[config.mk]
export PLATFORM = sky130hd
export DESIGN_NAME = tbt_ctrl
export DESIGN_NICKNAME = d
export VERILOG_FILES = /design/src/sv/tbt_pkg.sv /design/src/sv/tbt_ctrl.sv
export VERILOG_INCLUDE_DIRS = /design/src /design/src/sv
export SDC_FILE = /design/constraint.sdc
export NUM_CORES = 1
export LEC_CHECK = 0
export ABC_AREA = 1
export BUFFER_PORTS_ARGS = -buffer_cell sky130_fd_sc_hd__buf_4
export CELL_PAD_IN_SITES_DETAIL_PLACEMENT = 1
export CELL_PAD_IN_SITES_GLOBAL_PLACEMENT = 1
export CORE_AREA = 2 2 79 62
export DETAILED_ROUTE_END_ITERATION = 8
export DIE_AREA = 0 0 81 64
export GPL_TIMING_DRIVEN = 0
export HOLD_SLACK_MARGIN = 0.06
export PLACE_DENSITY = 0.62
export SLEW_MARGIN = 20
export SYNTH_ARGS = -nofsm -noshare
export SYNTH_HDL_FRONTEND = slang
export SYNTH_SLANG_ARGS = --single-unit
[constraint.sdc]
create_clock -name clk -period 1.86 [get_ports clk]
set_clock_uncertainty 0.15 [all_clocks]
set_input_delay 0.372 -clock clk [delete_from_list [all_inputs] [get_ports clk]]
set_output_delay 0.372 -clock clk [all_outputs]
set_load 0.05 [all_outputs]
[src/sv/triangle_tangent_bitangent_assert.svh]
`ifndef TRIANGLE_TANGENT_BITANGENT_ASSERT_SVH
`define TRIANGLE_TANGENT_BITANGENT_ASSERT_SVH

// same-cycle implication
`define TBT_ASSERT_NOW(label, ante, cons) \
	label: assert property (@(posedge clk) disable iff (!arst_n) (ante) |-> (cons)) \
		else $error("tbt assertion failed");

// next-cycle implication
`define TBT_ASSERT_NEXT(label, ante, cons) \
	label: assert property (@(posedge clk) disable iff (!arst_n) (ante) |=> (cons)) \
		else $error("tbt assertion failed");

`endif

[src/sv/tbt_pkg.sv]
package tbt_pkg;

	localparam int NFIELDS = 5;
	localparam int NOUT    = 6;

	typedef logic [2:0] job_t;

	localparam job_t JOB_DET  = 3'd0;
	localparam job_t JOB_TX   = 3'd1;
	localparam job_t JOB_TY   = 3'd2;
	localparam job_t JOB_TZ   = 3'd3;
	localparam job_t JOB_BX   = 3'd4;
	localparam job_t JOB_BY   = 3'd5;
	localparam job_t JOB_BZ   = 3'd6;
	localparam job_t JOB_LAST = JOB_BZ;

	localparam int F_X = 0;
	localparam int F_Y = 1;
	localparam int F_Z = 2;
	localparam int F_U = 3;
	localparam int F_V = 4;

	typedef struct packed {
		logic in_ready;
		logic load_first;
		logic load_second;
		logic load_third;
		logic mul_a;
		logic mul_b;
		logic check;
		logic div_load;
		logic div_step;
		logic write;
		logic publish;
		job_t job;
	} cmd_t;

	typedef struct packed {
		logic in_valid;
		logic out_busy;
		logic det_zero;
	} sts_t;

endpackage

[src/sv/tbt_ctrl.sv]
`include "triangle_tangent_bitangent_assert.svh"

module tbt_ctrl
	import tbt_pkg::*;
#(
	parameter int COORD_WIDTH = 32,
	parameter int FRAC_BITS   = 16
) (
	input  logic clk,
	input  logic arst_n,
	input  sts_t sts,
	output cmd_t cmd
);

	localparam int NW = 2 * COORD_WIDTH + FRAC_BITS + 4;
	localparam int CW = $clog2(NW);

	typedef enum logic [7:0] {
		S_IDLE  = 8'b0000_0001,
		S_MUL_A = 8'b0000_0010,
		S_MUL_B = 8'b0000_0100,
		S_CHECK = 8'b0000_1000,
		S_LOAD  = 8'b0001_0000,
		S_RUN   = 8'b0010_0000,
		S_WRITE = 8'b0100_0000,
		S_DONE  = 8'b1000_0000
	} state_t;

	state_t        state_q;
	logic [1:0]    cidx_q;
	job_t          job_q;
	logic [CW-1:0] cnt_q;
	logic          fire;

	always_comb begin
		cmd = '0;
		cmd.job = job_q;
		cmd.in_ready = (state_q == S_IDLE);
		fire = cmd.in_ready && sts.in_valid;
		cmd.load_first  = fire && (cidx_q != 2'd1) && (cidx_q != 2'd2);
		cmd.load_second = fire && (cidx_q == 2'd1);
		cmd.load_third  = fire && (cidx_q == 2'd2);
		cmd.mul_a    = (state_q == S_MUL_A);
		cmd.mul_b    = (state_q == S_MUL_B);
		cmd.check    = (state_q == S_CHECK);
		cmd.div_load = (state_q == S_LOAD);
		cmd.div_step = (state_q == S_RUN);
		cmd.write    = (state_q == S_WRITE);
		cmd.publish  = (state_q == S_DONE) && !sts.out_busy;
	end

	always_ff @(posedge clk or negedge arst_n) begin
		if (!arst_n) begin
			state_q <= S_IDLE;
			cidx_q  <= 2'd0;
			job_q   <= JOB_DET;
			cnt_q   <= '0;
		end else begin
			unique case (state_q)
				S_IDLE: begin
					if (cmd.load_first) cidx_q <= 2'd1;
					if (cmd.load_second) cidx_q <= 2'd2;
					if (cmd.load_third) begin
						cidx_q  <= 2'd0;
						job_q   <= JOB_DET;
						state_q <= S_MUL_A;
					end
				end
				S_MUL_A: state_q <= S_MUL_B;
				S_MUL_B: state_q <= (job_q == JOB_DET) ? S_CHECK : S_LOAD;
				S_CHECK: begin
					if (sts.det_zero) begin
						state_q <= S_DONE;
					end else begin
						job_q   <= job_q + job_t'(1);
						state_q <= S_MUL_A;
					end
				end
				S_LOAD: begin
					cnt_q   <= CW'(NW - 1);
					state_q <= S_RUN;
				end
				S_RUN: begin
					if (cnt_q == '0) state_q <= S_WRITE;
					else cnt_q <= cnt_q - CW'(1);
				end
				S_WRITE: begin
					if (job_q == JOB_LAST) begin
						state_q <= S_DONE;
					end else begin
						job_q   <= job_q + job_t'(1);
						state_q <= S_MUL_A;
					end
				end
				S_DONE: begin
					if (!sts.out_busy) state_q <= S_IDLE;
				end
				default: state_q <= S_IDLE;
			endcase
		end
	end

	`TBT_ASSERT_NEXT(a_third_starts, cmd.load_third, (state_q == S_MUL_A) && (job_q == JOB_DET))
	`TBT_ASSERT_NOW(a_publish_free, cmd.publish, !sts.out_busy)
	`TBT_ASSERT_NOW(a_write_job, cmd.write, (job_q != JOB_DET))

endmodule

# Yosys cells after proc, flatten, opt, wreduce, memory -nomap -nowiden
# Index checks and enable logic that the tools add are counted.
[classes]
addsub = 2
eq_ne = 19
mux = 16
n_reduce_logical = 16
[op_table]
columns = ["operator", "count"]
rows = [
  ["8-bit one-hot mux with 8 select lines", 1],
  ["8-bit two-way mux", 5],
  ["7-bit one-hot mux with 2 select lines", 1],
  ["2-bit inequality test (second input constant)", 6],
  ["3-bit two-way mux", 3],
  ["3-bit one-hot mux with 3 select lines", 1],
  ["8-bit by 1-bit equality test with 1-bit output (second input constant)", 1],
  ["8-bit by 2-bit equality test with 1-bit output (second input constant)", 1],
  ["8-bit by 3-bit equality test with 1-bit output (second input constant)", 1],
  ["8-bit by 4-bit equality test with 1-bit output (second input constant)", 1],
  ["8-bit by 5-bit equality test with 1-bit output (second input constant)", 1],
  ["8-bit by 6-bit equality test with 1-bit output (second input constant)", 1],
  ["8-bit by 7-bit equality test with 1-bit output (second input constant)", 1],
  ["8-bit equality test (second input constant)", 1],
  ["7-bit logical NOT", 1],
  ["7-bit two-way mux", 1],
  ["7-bit by 1-bit subtractor with 7-bit output (second input constant)", 1],
  ["1-bit logical AND", 6],
  ["2-bit two-way mux", 3],
  ["3-bit nonzero test", 2],
  ["5-bit two-way mux", 1],
  ["2-bit by 1-bit inequality test with 1-bit output (second input constant)", 2],
  ["2-bit AND reduction", 2],
  ["4-bit AND reduction", 1],
  ["8 further kinds", 8],
]
[totals]
regBits = 20
input_bits = 5
out_inout_bits = 14
word_cells = 57

# Depth between registers and ports, before layout
# Gate-level depths: netlist (run 1).
[depth]
depth_word = 7
mapped_depth = 9
mapped_depth_nobuf = 9

# Worst setup path before layout (run 1)
# No wires, ideal clock.
[synth_path]
path_type = "register to output"
start = "register state_q[3]"
end = "output port cmd[3] (netlist bit)"
arrival_ps = 2117
required_ps = 1338
setup_slack_ps = -779
stages_incl_launch_ff = 4
n_path_buf = 0
path_cell_list = "dfrtp_1 -> nor2_2 -> nand2_4 -> nor4_1"
[synth_lines]
columns = ["item", "line_no", "source"]
rows = [
  ["start: declaration", "tbt_ctrl.sv:29", "state_t state_q;"],
  ["start signal: assignment", "tbt_ctrl.sv:70", "S_MUL_B: state_q <= (job_q == JOB_DET) ? S_CHECK : S_LOAD;"],
  ["end: declaration", "tbt_ctrl.sv:12", "output cmd_t cmd"],
]

==> results.sh, run 1 <==
export IMPL_synth_compound_area_share_pct=5.68
export IMPL_die_h_um=64
export IMPL_outcome="finished, violations left"
export IMPL_ctsLongestPathBuffers=2
export IMPL_wl_per_cell_um=14.7
export IMPL_netlist_area_um2=1280
export IMPL_worst_pin_slew_ps=308
export IMPL_die_w_um=81
export IMPL_worstSetupPathType="flop to output port"
export IMPL_end_kind="output port"
export IMPL_dp_hpwl_um=2510
export IMPL_synth_xor_xnor_area_share_pct=3.42
export IMPL_hp_class="input pin to flop"
export IMPL_layout_setup_ws_ps=-405
export IMPL_critPathArrivalTime_ps=1740
export IMPL_synth_seq_area_share_pct=39.2
export IMPL_power_switching_mw=1.01
export IMPL_routed_wirelength_um=4150
export IMPL_ys_ff_latch=20
export IMPL_hold_end="state_q[0]"
export IMPL_nets=236
export IMPL_slew_viol_final=0
export IMPL_dr_total_vias=1276
export IMPL_power_mw=2.30
export IMPL_synthMuxAreaShare_pct=0
export IMPL_core_rowCount=21
export IMPL_drtPass1Iterations=4
export IMPL_yosys_warnings=0
export IMPL_postRouteAntennaNets=0
export IMPL_async_reset_ff_share_pct=100
export IMPL_avgSynthCellArea_um2=7.48
export IMPL_grt_overflow_total=0
export IMPL_grt_max_degree=21
export IMPL_p_int_mw=1.29
export IMPL_p_leak_nw=1.08
export IMPL_comb_power_share_pct=61.3
export IMPL_vdd_drop_max_uv=442
export IMPL_critPathLaunchType="flop"
export IMPL_worstReg2RegEnd="cnt_q[0]"
export IMPL_via_per_inst=4.52
export IMPL_period_share_pct=122
export IMPL_core_area_um2=4360
export IMPL_synthCells=171
export IMPL_hold_violations=0
export IMPL_diodes=0
export IMPL_synthSimpleGateAreaFrac_pct=36.2
export IMPL_synth_most_common_cell="nand2_1"
export IMPL_cp_data_required_time_ps=1340
export IMPL_drive_above_1_share_pct=45.8
export IMPL_min_period_ps=2260
export IMPL_power_density_nw_per_um2=1120
export IMPL_cts_tree="done"
export IMPL_synthAdderAreaFrac_pct=4.89
export IMPL_reg2reg_setup_slack_ps=20
export IMPL_cts_buffers=3
export IMPL_worstRegToRegCells=10
export IMPL_p_sw_share_pct=43.7
export IMPL_synth_nets=181
export IMPL_ios=19
export IMPL_p_seq_share_pct=24.1
export IMPL_start_util_pct=29.3
export IMPL_holdPathStages=4
export IMPL_htree_levels=1
export IMPL_violations="negative setup slack"
export IMPL_fmax_ghz=0.442
export IMPL_min_from="sts[2]"
export IMPL_dp_slack_ps=-211
export IMPL_grt_setup_unrepaired="yes"
export IMPL_cts_sinks=20
export IMPL_synth_top_family_by_area="simple AND/OR/NAND/NOR gates"
export IMPL_dieArea_um2=5180
export IMPL_synth_area_leaders="dfrtp_1 (37%), nand2_1 (11%), inv_1 (9.4%)"
export IMPL_yosysTopAreaCell="dfrtp_1"
export IMPL_cts_root_buf="clkbuf_8"
export IMPL_gp_congestion=0.775
export IMPL_pwr_share_clk_pct=14.6
export IMPL_drt_iter0_drc=54
export IMPL_antenna_found_initial=0
export IMPL_grt_pass1_wl_um=6290
export IMPL_grt_pass1_vias=1317
export IMPL_synth_top_cell_area_share_pct=37.2
export IMPL_r2r_start="state_q[0]"
export IMPL_cp_max_fo=4
export IMPL_maxCapViolations=0
export IMPL_synth_commonest_cells="nand2_1 (39), inv_1 (32), nor2_1 (26), dfrtp_1 (19), nand3_1 (13)"
export IMPL_setup_violations=11
export IMPL_synth_edf_count=0
export IMPL_clk_latency_ps=260
export IMPL_clk_pin_slew_ps=70
export IMPL_synth_ff_type="dfrtp_1"
export IMPL_max_slew_margin_pct=79.4
export IMPL_io_buffer_count=18
export IMPL_track_usage_pct=15.9
export IMPL_synth_cell_types=24
export IMPL_syn_to_final_growth_pct=60.7
export IMPL_drc=0
cell families after synthesis:
kind of cell             Yosys count
AO/OA/AOI/OAI                     10
XOR/XNOR                           5
adder cells (fa/ha/maj)            5
buffers and inverters             34
flip-flops                        20
AND/OR/NAND/NOR                   97
routing by layer:
layer	global-route usage [%]	vias up	part of all wire [%]
met4	4.45	0	0.82
met5	0	-	0
met3	2.54	5	2.0
met1	20.0	627	43
li1	-	629	-
met2	28.0	15	54
cells in the final DEF, fill, tap and decap left out, drive strengths merged, types with 2 or more instances in the layout:
| cell type | synthesis | layout |
|---|---|---|
| o21ai | 8 | 8 |
| clkbuf | 0 | 4 |
| nand2 | 46 | 46 |
| ha | 5 | 5 |
| nand3 | 14 | 14 |
| buf | 1 | 50 |
| nor3 | 2 | 2 |
| inv | 33 | 31 |
| nor2 | 32 | 32 |
| dfrtp | 19 | 19 |
| clkinvlp | 0 | 2 |
| xor2 | 5 | 5 |
registers in the layout, summed over array words and instances, names as in the netlist:
signal,cells
job_q,3
cidx_q,2
state_q,8
cnt_q,7
metrics by stage:
step / area [µm²] / cells / TNS, ps / hold WS, ps / utilization [%]
2_1_floorplan: 1310 / 171 / -116 / -73.6 / -
3_3_place_gp: 1520 / 246 / -252 / 126 / 34.8
3_5_place_dp: 1520 / 246 / -401 / 119 / 34.8
4_1_cts: 1800 / 267 / -1470 / 253 / 41.2
5_1_grt: 2050 / 282 / -3480 / 291 / 47.1
6_report: 2050 / 282 / -2530 / 253 / 47.1
repair_timing:
action,CTS,global route
setup buffers,16,14
setup endpoints to repair,11,19
resized for setup,27,45
hold endpoints to repair,19,0
hold buffers,1,0
gates cloned,0,1
pin swaps,9,14
how the worst max path moves through the flow:
stage / from / end / slack [ps] / cells past startpoint
2_1_floorplan: state_q[7] / cmd[12] / -30 / 8
3_3_place_gp: state_q[7] / cmd[12] / -160 / 9
3_5_place_dp: state_q[7] / cmd[12] / -210 / 9
4_1_cts: state_q[0] / cmd[12] / -310 / 8
5_1_grt: state_q[5] / cmd[12] / -490 / 9
6_report: state_q[5] / cmd[12] / -400 / 9
worst max-delay path, cell delays in order, from the launching register on:
cell and delay [ps]:
dfrtp_1 420, nor2_2 180, nand2_4 100, inv_2 110, nand2_4 70, nor2_4 170
buf_6 130, nand3_4 80, clkinvlp_4 80, buf_8 130
cell type report:
type	count	area, µm²
Inverter	33	139
Sequential cell	20	502
Clock buffer	4	55.1
Tap cell	57	71.3
Buffer	1	11.3
Multi-Input combinational cell	117	788
Timing Repair Buffer	50	488
Fill cell	517	2310
power groups by stage:
| stage | combinational [mW] | clock [mW] | sequential [mW] |
|---|---|---|---|
| after floorplan | 0.646 | 0 | 0.570 |
| after global routing | 1.53 | 0.376 | 0.559 |
| after detailed placement | 0.850 | 0 | 0.575 |
| after global placement | 0.826 | 0 | 0.567 |
| after CTS | 1.14 | 0.351 | 0.557 |
| final | 1.41 | 0.336 | 0.554 |
No activity file was read; power rests on OpenSTA's default activity.
==> run 2: changes to the inputs <==
SKIP_CTS_REPAIR_TIMING = 1   (was not set)
==> run 2 against run 1 <==
First-iteration DRC count is 41% lower. Final cell count shrank 4.3%. Wire length is 13% lower. Sequential cell count did not move. Largest cell class unchanged. The flow still finishes with violations (negative setup slack). Critical endpoint unchanged. Sequential share of layout area increased by 2.4 points. Fmax barely moved. Die area unchanged. Utilization decreased by 4.0 points. Non-clock buffer count is 12 lower. Register-to-register slack improved by 30 ps. Largest power group unchanged. Hold slack got worse by 6.9 ps. Highest routed layer unchanged.
==> results.sh, run 2 (synthesis gave the netlist of run 1 again) <==
export IMPL_max_stage_delay_ps=430
export IMPL_p_leak_nw=1.01
export IMPL_die_w_um=81
export IMPL_drtPass1Iterations=4
export IMPL_dr_total_vias=1212
export IMPL_cp_max_fo=5
export IMPL_die_h_um=64
export IMPL_ctsLongestPathBuffers=2
export IMPL_antenna_found_initial=0
export IMPL_drive_above_1_share_pct=39.4
export IMPL_ios=19
export IMPL_cts_tree="done"
export IMPL_start_util_pct=29.3
export IMPL_setup_violations=8
export IMPL_grt_pass1_wl_um=5560
export IMPL_maxCapViolations=0
export IMPL_vdd_drop_max_uv=441
export IMPL_dieArea_um2=5180
export IMPL_slew_viol_final=0
export IMPL_crit_family="simple AND/OR/NAND/NOR gates"
export IMPL_gp_congestion=0.775
export IMPL_postRouteAntennaNets=0
export IMPL_power_density_nw_per_um2=1120
export IMPL_nets=224
export IMPL_worstSetupPathType="flop to output port"
export IMPL_worst_pin_slew_ps=294
export IMPL_cts_root_buf="clkbuf_8"
export IMPL_cp_data_required_time_ps=1340
export IMPL_cts_sinks=20
export IMPL_violations="negative setup slack"
export IMPL_reg_largest_list="state_q (8), cnt_q (7), job_q (3)"
export IMPL_grt_setup_unrepaired="yes"
export IMPL_cp_slowest_cell="dfrtp_1"
export IMPL_clk_latency_ps=260
export IMPL_holdPathStages=4
export IMPL_hold_ws_ps=246
export IMPL_cts_buffers=3
export IMPL_wl_per_cell_um=13.4
export IMPL_dp_hpwl_um=2510
export IMPL_core_rowCount=21
export IMPL_period_share_pct=122
export IMPL_min_period_ps=2260
export IMPL_largest_register_ffs=8
export IMPL_grt_max_degree=21
export IMPL_htree_levels=1
export IMPL_crit_chain="nor2_4 -> nand2_4 -> inv_4 -> nand2_4 -> nor2_4 -> buf_6 -> nand3_4 -> clkinvlp_4 -> buf_8"
export IMPL_critPathArrivalTime_ps=1740
export IMPL_diodes=0
export IMPL_track_usage_pct=13.9
export IMPL_routed_wirelength_um=3630
export IMPL_drc=0
export IMPL_final_common_cell="nand2_1"
export IMPL_worstRegToRegCells=10
export IMPL_power_mw=2.11
export IMPL_grt_pass1_vias=1212
export IMPL_hold_violations=0
export IMPL_clk_pin_slew_ps=80
export IMPL_hp_class="input pin to flop"
export IMPL_max_slew_margin_pct=80.3
export IMPL_io_buffer_count=18
export IMPL_outcome="finished, violations left"
export IMPL_cp_depth=9
export IMPL_end_kind="output port"
export IMPL_fmax_ghz=0.442
export IMPL_grt_overflow_total=0
export IMPL_critPathLaunchType="flop"
export IMPL_top_register="state_q"
export IMPL_layout_setup_ws_ps=-403
export IMPL_most_common_layout_cells="nand2_1 (35), inv_1 (24), buf_4 (23)"
export IMPL_via_per_inst=4.49
export IMPL_drt_iter0_drc=32
export IMPL_syn_to_final_growth_pct=46.9
export IMPL_core_area_um2=4360
export IMPL_path_buf_inv=4
==> run 2: cell types whose count changed in the layout (fill, tap and decap cells not counted), moves of 2 or more <==
| cell | before | now |
|---|---|---|
| buf_4 | 30 | 23 |
| nand2_1 | 31 | 35 |
| nand2_2 | 9 | 6 |
| o21ai_0 | 2 | 5 |
| buf_6 | 11 | 9 |
| buf_8 | 8 | 6 |
| inv_1 | 22 | 24 |
| nand2_8 | 2 | 0 |
| o21ai_1 | 3 | 1 |
==> run 2: final timing paths <==
check,start,to,slack [ps]
worst min register to register,job_q[0],job_q[0],420
min in group asynchronous,arst_n,job_q[0],380
max in group asynchronous,arst_n,state_q[0],920
worst max register to register,state_q[0],cnt_q[1],50
worst max-delay path,state_q[6],cmd[12],-400
worst min-delay path,sts[2],state_q[0],250
==> run 2: layout make-up <==
class,instances,area [µm²]
Sequential cell,20,503
Inverter,33,133
Clock buffer,4,55.1
Timing Repair Buffer,38,363
Tap cell,57,71.3
Multi-Input combinational cell,117,742
Fill cell,544,2480
Buffer,1,11.3
==> run 2: worst reg2reg max path, delay by kind of cell (launching register included) <==
family	cells	cell delay [ps]
simple gates	6	510
compound gates	1	60
buf+inv	3	410
flops	1	560
==> run 2: report_power, final <==
group	internal (mW)	total (mW)	switching (mW)
logic	0.480	1.21	0.727
clock network	0.189	0.338	0.149
registers	0.508	0.564	0.0559
total	1.18	2.11	0.933
==> run 2: per-stage QoR <==
stage	TNS, ps	worst slack (ps)	util, %	cells	area [µm²]
6_report	-1400	-403	43.1	270	1880
5_1_grt	-2200	-506	43.1	270	1880
4_1_cts	-2180	-502	36.1	250	1570
3_5_place_dp	-401	-211	34.8	246	1520
3_3_place_gp	-252	-156	34.8	246	1520
2_1_floorplan	-116	-28.6	-	171	1310
==> run 2: routing by layer <==
metal	global-route usage (%)	share of wire, %	vias up
met5	0	0	-
met4	4.45	1.0	0
met3	2.54	2.0	5
met2	23.0	51	11
met1	18.2	46	598
li1	-	-	598
==> run 3: changes to the inputs <==
CTS_CLUSTER_DIAMETER = 40   (was not set)
PLACE_DENSITY = not set   (was 0.62)
PLACE_DENSITY_LB_ADDON = 0.1   (was not set)
==> run 3 against run 2 <==
The run still ends with negative setup slack left. Sequential cell count did not move. Fmax rose by 1.9%. Sequential power fell by 1%. Critical path depth fell by 1. Die area did not move. Clock power fell by 12%. Combinational power fell by 8%. Setup slack improved by 43 ps. Global-route usage fell by 0.78 points. Non-clock buffer count fell by 1. First-iteration DRC count fell by 28%. Critical path type unchanged. Largest cell class unchanged. Highest routed layer unchanged.
==> results.sh, run 3 (synthesis gave the netlist of run 1 again) <==
export IMPL_cp_depth=8
export IMPL_most_common_layout_cells="nand2_1 (35), inv_1 (25), buf_4 (23)"
export IMPL_gp_congestion=0.783
export IMPL_crit_chain="nand2_2 -> nor2_4 -> nand2_4 -> nor2_4 -> buf_4 -> nand3_4 -> clkinvlp_4 -> buf_8"
export IMPL_die_h_um=64
export IMPL_grt_max_degree=21
export IMPL_fmax_ghz=0.450
export IMPL_period_share_pct=119
export IMPL_worstReg2RegEnd="cnt_q[0]"
export IMPL_p_leak_nw=0.997
export IMPL_dp_slack_ps=-216
export IMPL_grt_pass1_wl_um=5290
export IMPL_dp_cells=246
export IMPL_reg_largest_list="state_q (8), cnt_q (7), job_q (3)"
export IMPL_power_mw=1.97
export IMPL_routed_wirelength_um=3280
export IMPL_setup_violations=9
export IMPL_end_kind="output port"
export IMPL_ios=19
export IMPL_hp_class="input pin to flop"
export IMPL_vdd_drop_max_uv=536
export IMPL_antenna_found_initial=0
export IMPL_slew_viol_final=0
export IMPL_hold_ws_ps=258
export IMPL_cts_buffers=3
export IMPL_cp_max_fo=4
export IMPL_postRouteAntennaNets=0
export IMPL_crit_path_end="cmd[12]"
export IMPL_finalSetupTns_ps=-1290
export IMPL_startpoint="state_q[0]"
export IMPL_fin_area_um2=1840
export IMPL_core_area_um2=4360
export IMPL_crit_family="flip-flops"
export IMPL_path_buf_inv=3
export IMPL_die_w_um=81
export IMPL_start_util_pct=29.3
export IMPL_min_period_ps=2220
export IMPL_cts_tree="done"
export IMPL_cts_sinks=20
export IMPL_grt_overflow_total=0
export IMPL_drive_above_1_share_pct=38.2
export IMPL_dr_total_vias=1184
export IMPL_layout_setup_ws_ps=-360
export IMPL_largest_register_ffs=8
export IMPL_io_buffer_count=18
export IMPL_crit_top_cell="nor2_4"
export IMPL_outcome="finished, violations left"
export IMPL_max_stage_delay_ps=560
export IMPL_top_register="state_q"
export IMPL_dieArea_um2=5180
export IMPL_cts_root_buf="clkbuf_8"
export IMPL_dpl_instance_area_um2=1520
export IMPL_cp_data_required_time_ps=1340
export IMPL_cp_slowest_cell="dfstp_2"
export IMPL_nets=223
export IMPL_grt_setup_unrepaired="yes"
export IMPL_drtPass1Iterations=4
export IMPL_wl_per_cell_um=12.2
export IMPL_track_usage_pct=13.1
export IMPL_worst_pin_slew_ps=295
export IMPL_via_per_inst=4.40
export IMPL_maxCapViolations=0
export IMPL_critPathLaunchType="flop"
export IMPL_dp_hpwl_um=2450
export IMPL_clk_pin_slew_ps=70
export IMPL_final_cells=269
export IMPL_drc=0
export IMPL_syn_to_final_growth_pct=44.2
export IMPL_power_density_nw_per_um2=1070
export IMPL_ctsLongestPathBuffers=2
export IMPL_reg2reg_setup_slack_ps=80
export IMPL_final_common_cell="nand2_1"
export IMPL_drt_iter0_drc=23
export IMPL_diodes=0
export IMPL_worstRegToRegCells=9
export IMPL_core_rowCount=21
export IMPL_finish_utilization_pct=42.3
export IMPL_critPathArrivalTime_ps=1700
export IMPL_clk_latency_ps=260
export IMPL_worstSetupPathType="flop to output port"
export IMPL_r2r_start="state_q[1]"
export IMPL_htree_levels=1
export IMPL_hold_violations=0
export IMPL_violations="negative setup slack"
export IMPL_max_slew_margin_pct=80.3
export IMPL_grt_pass1_vias=1130
run 3: report_power, final:
part / internal [mW] / switching (mW)
Combinational: 0.425 / 0.688
Clock: 0.152 / 0.145
Sequential: 0.509 / 0.0476
Total: 1.09 / 0.881
run 3: worst register-to-register path: cells and delay by family, from the launching register on:
family	cells	cell delay, ps
compound gates	1	80
buf+inv	3	420
flops	1	430
simple gates	5	580
run 3: area by class of cell:
class                      instances  area, µm²
buffer                             1       11.3
inverter                          33        135
clock buffer                       4       45.0
tap                               57       71.3
fill                             544       2520
multi-input combinational        117        737
timing repair buffer              37        340
sequential                        20        504
run 3: worst min path at each step:
stage,from,end,cells after the start
after floorplan,arst_n,cidx_q[0],0
after global placement,arst_n,cnt_q[0],1
after detailed placement,arst_n,cnt_q[4],1
after CTS,arst_n,cnt_q[4],1
after global routing,sts[2],state_q[0],4
final,sts[2],state_q[0],4
run 3: per-layer routing:
metal / vias to the layer above / global-route usage, % / part of all wire (%)
li1: 600 / - / -
met1: 567 / 18.2 / 50
met2: 15 / 21.0 / 46
met3: 2 / 3.39 / 3.5
met4: 0 / 1.91 / 0.55
met5: - / 0 / 0
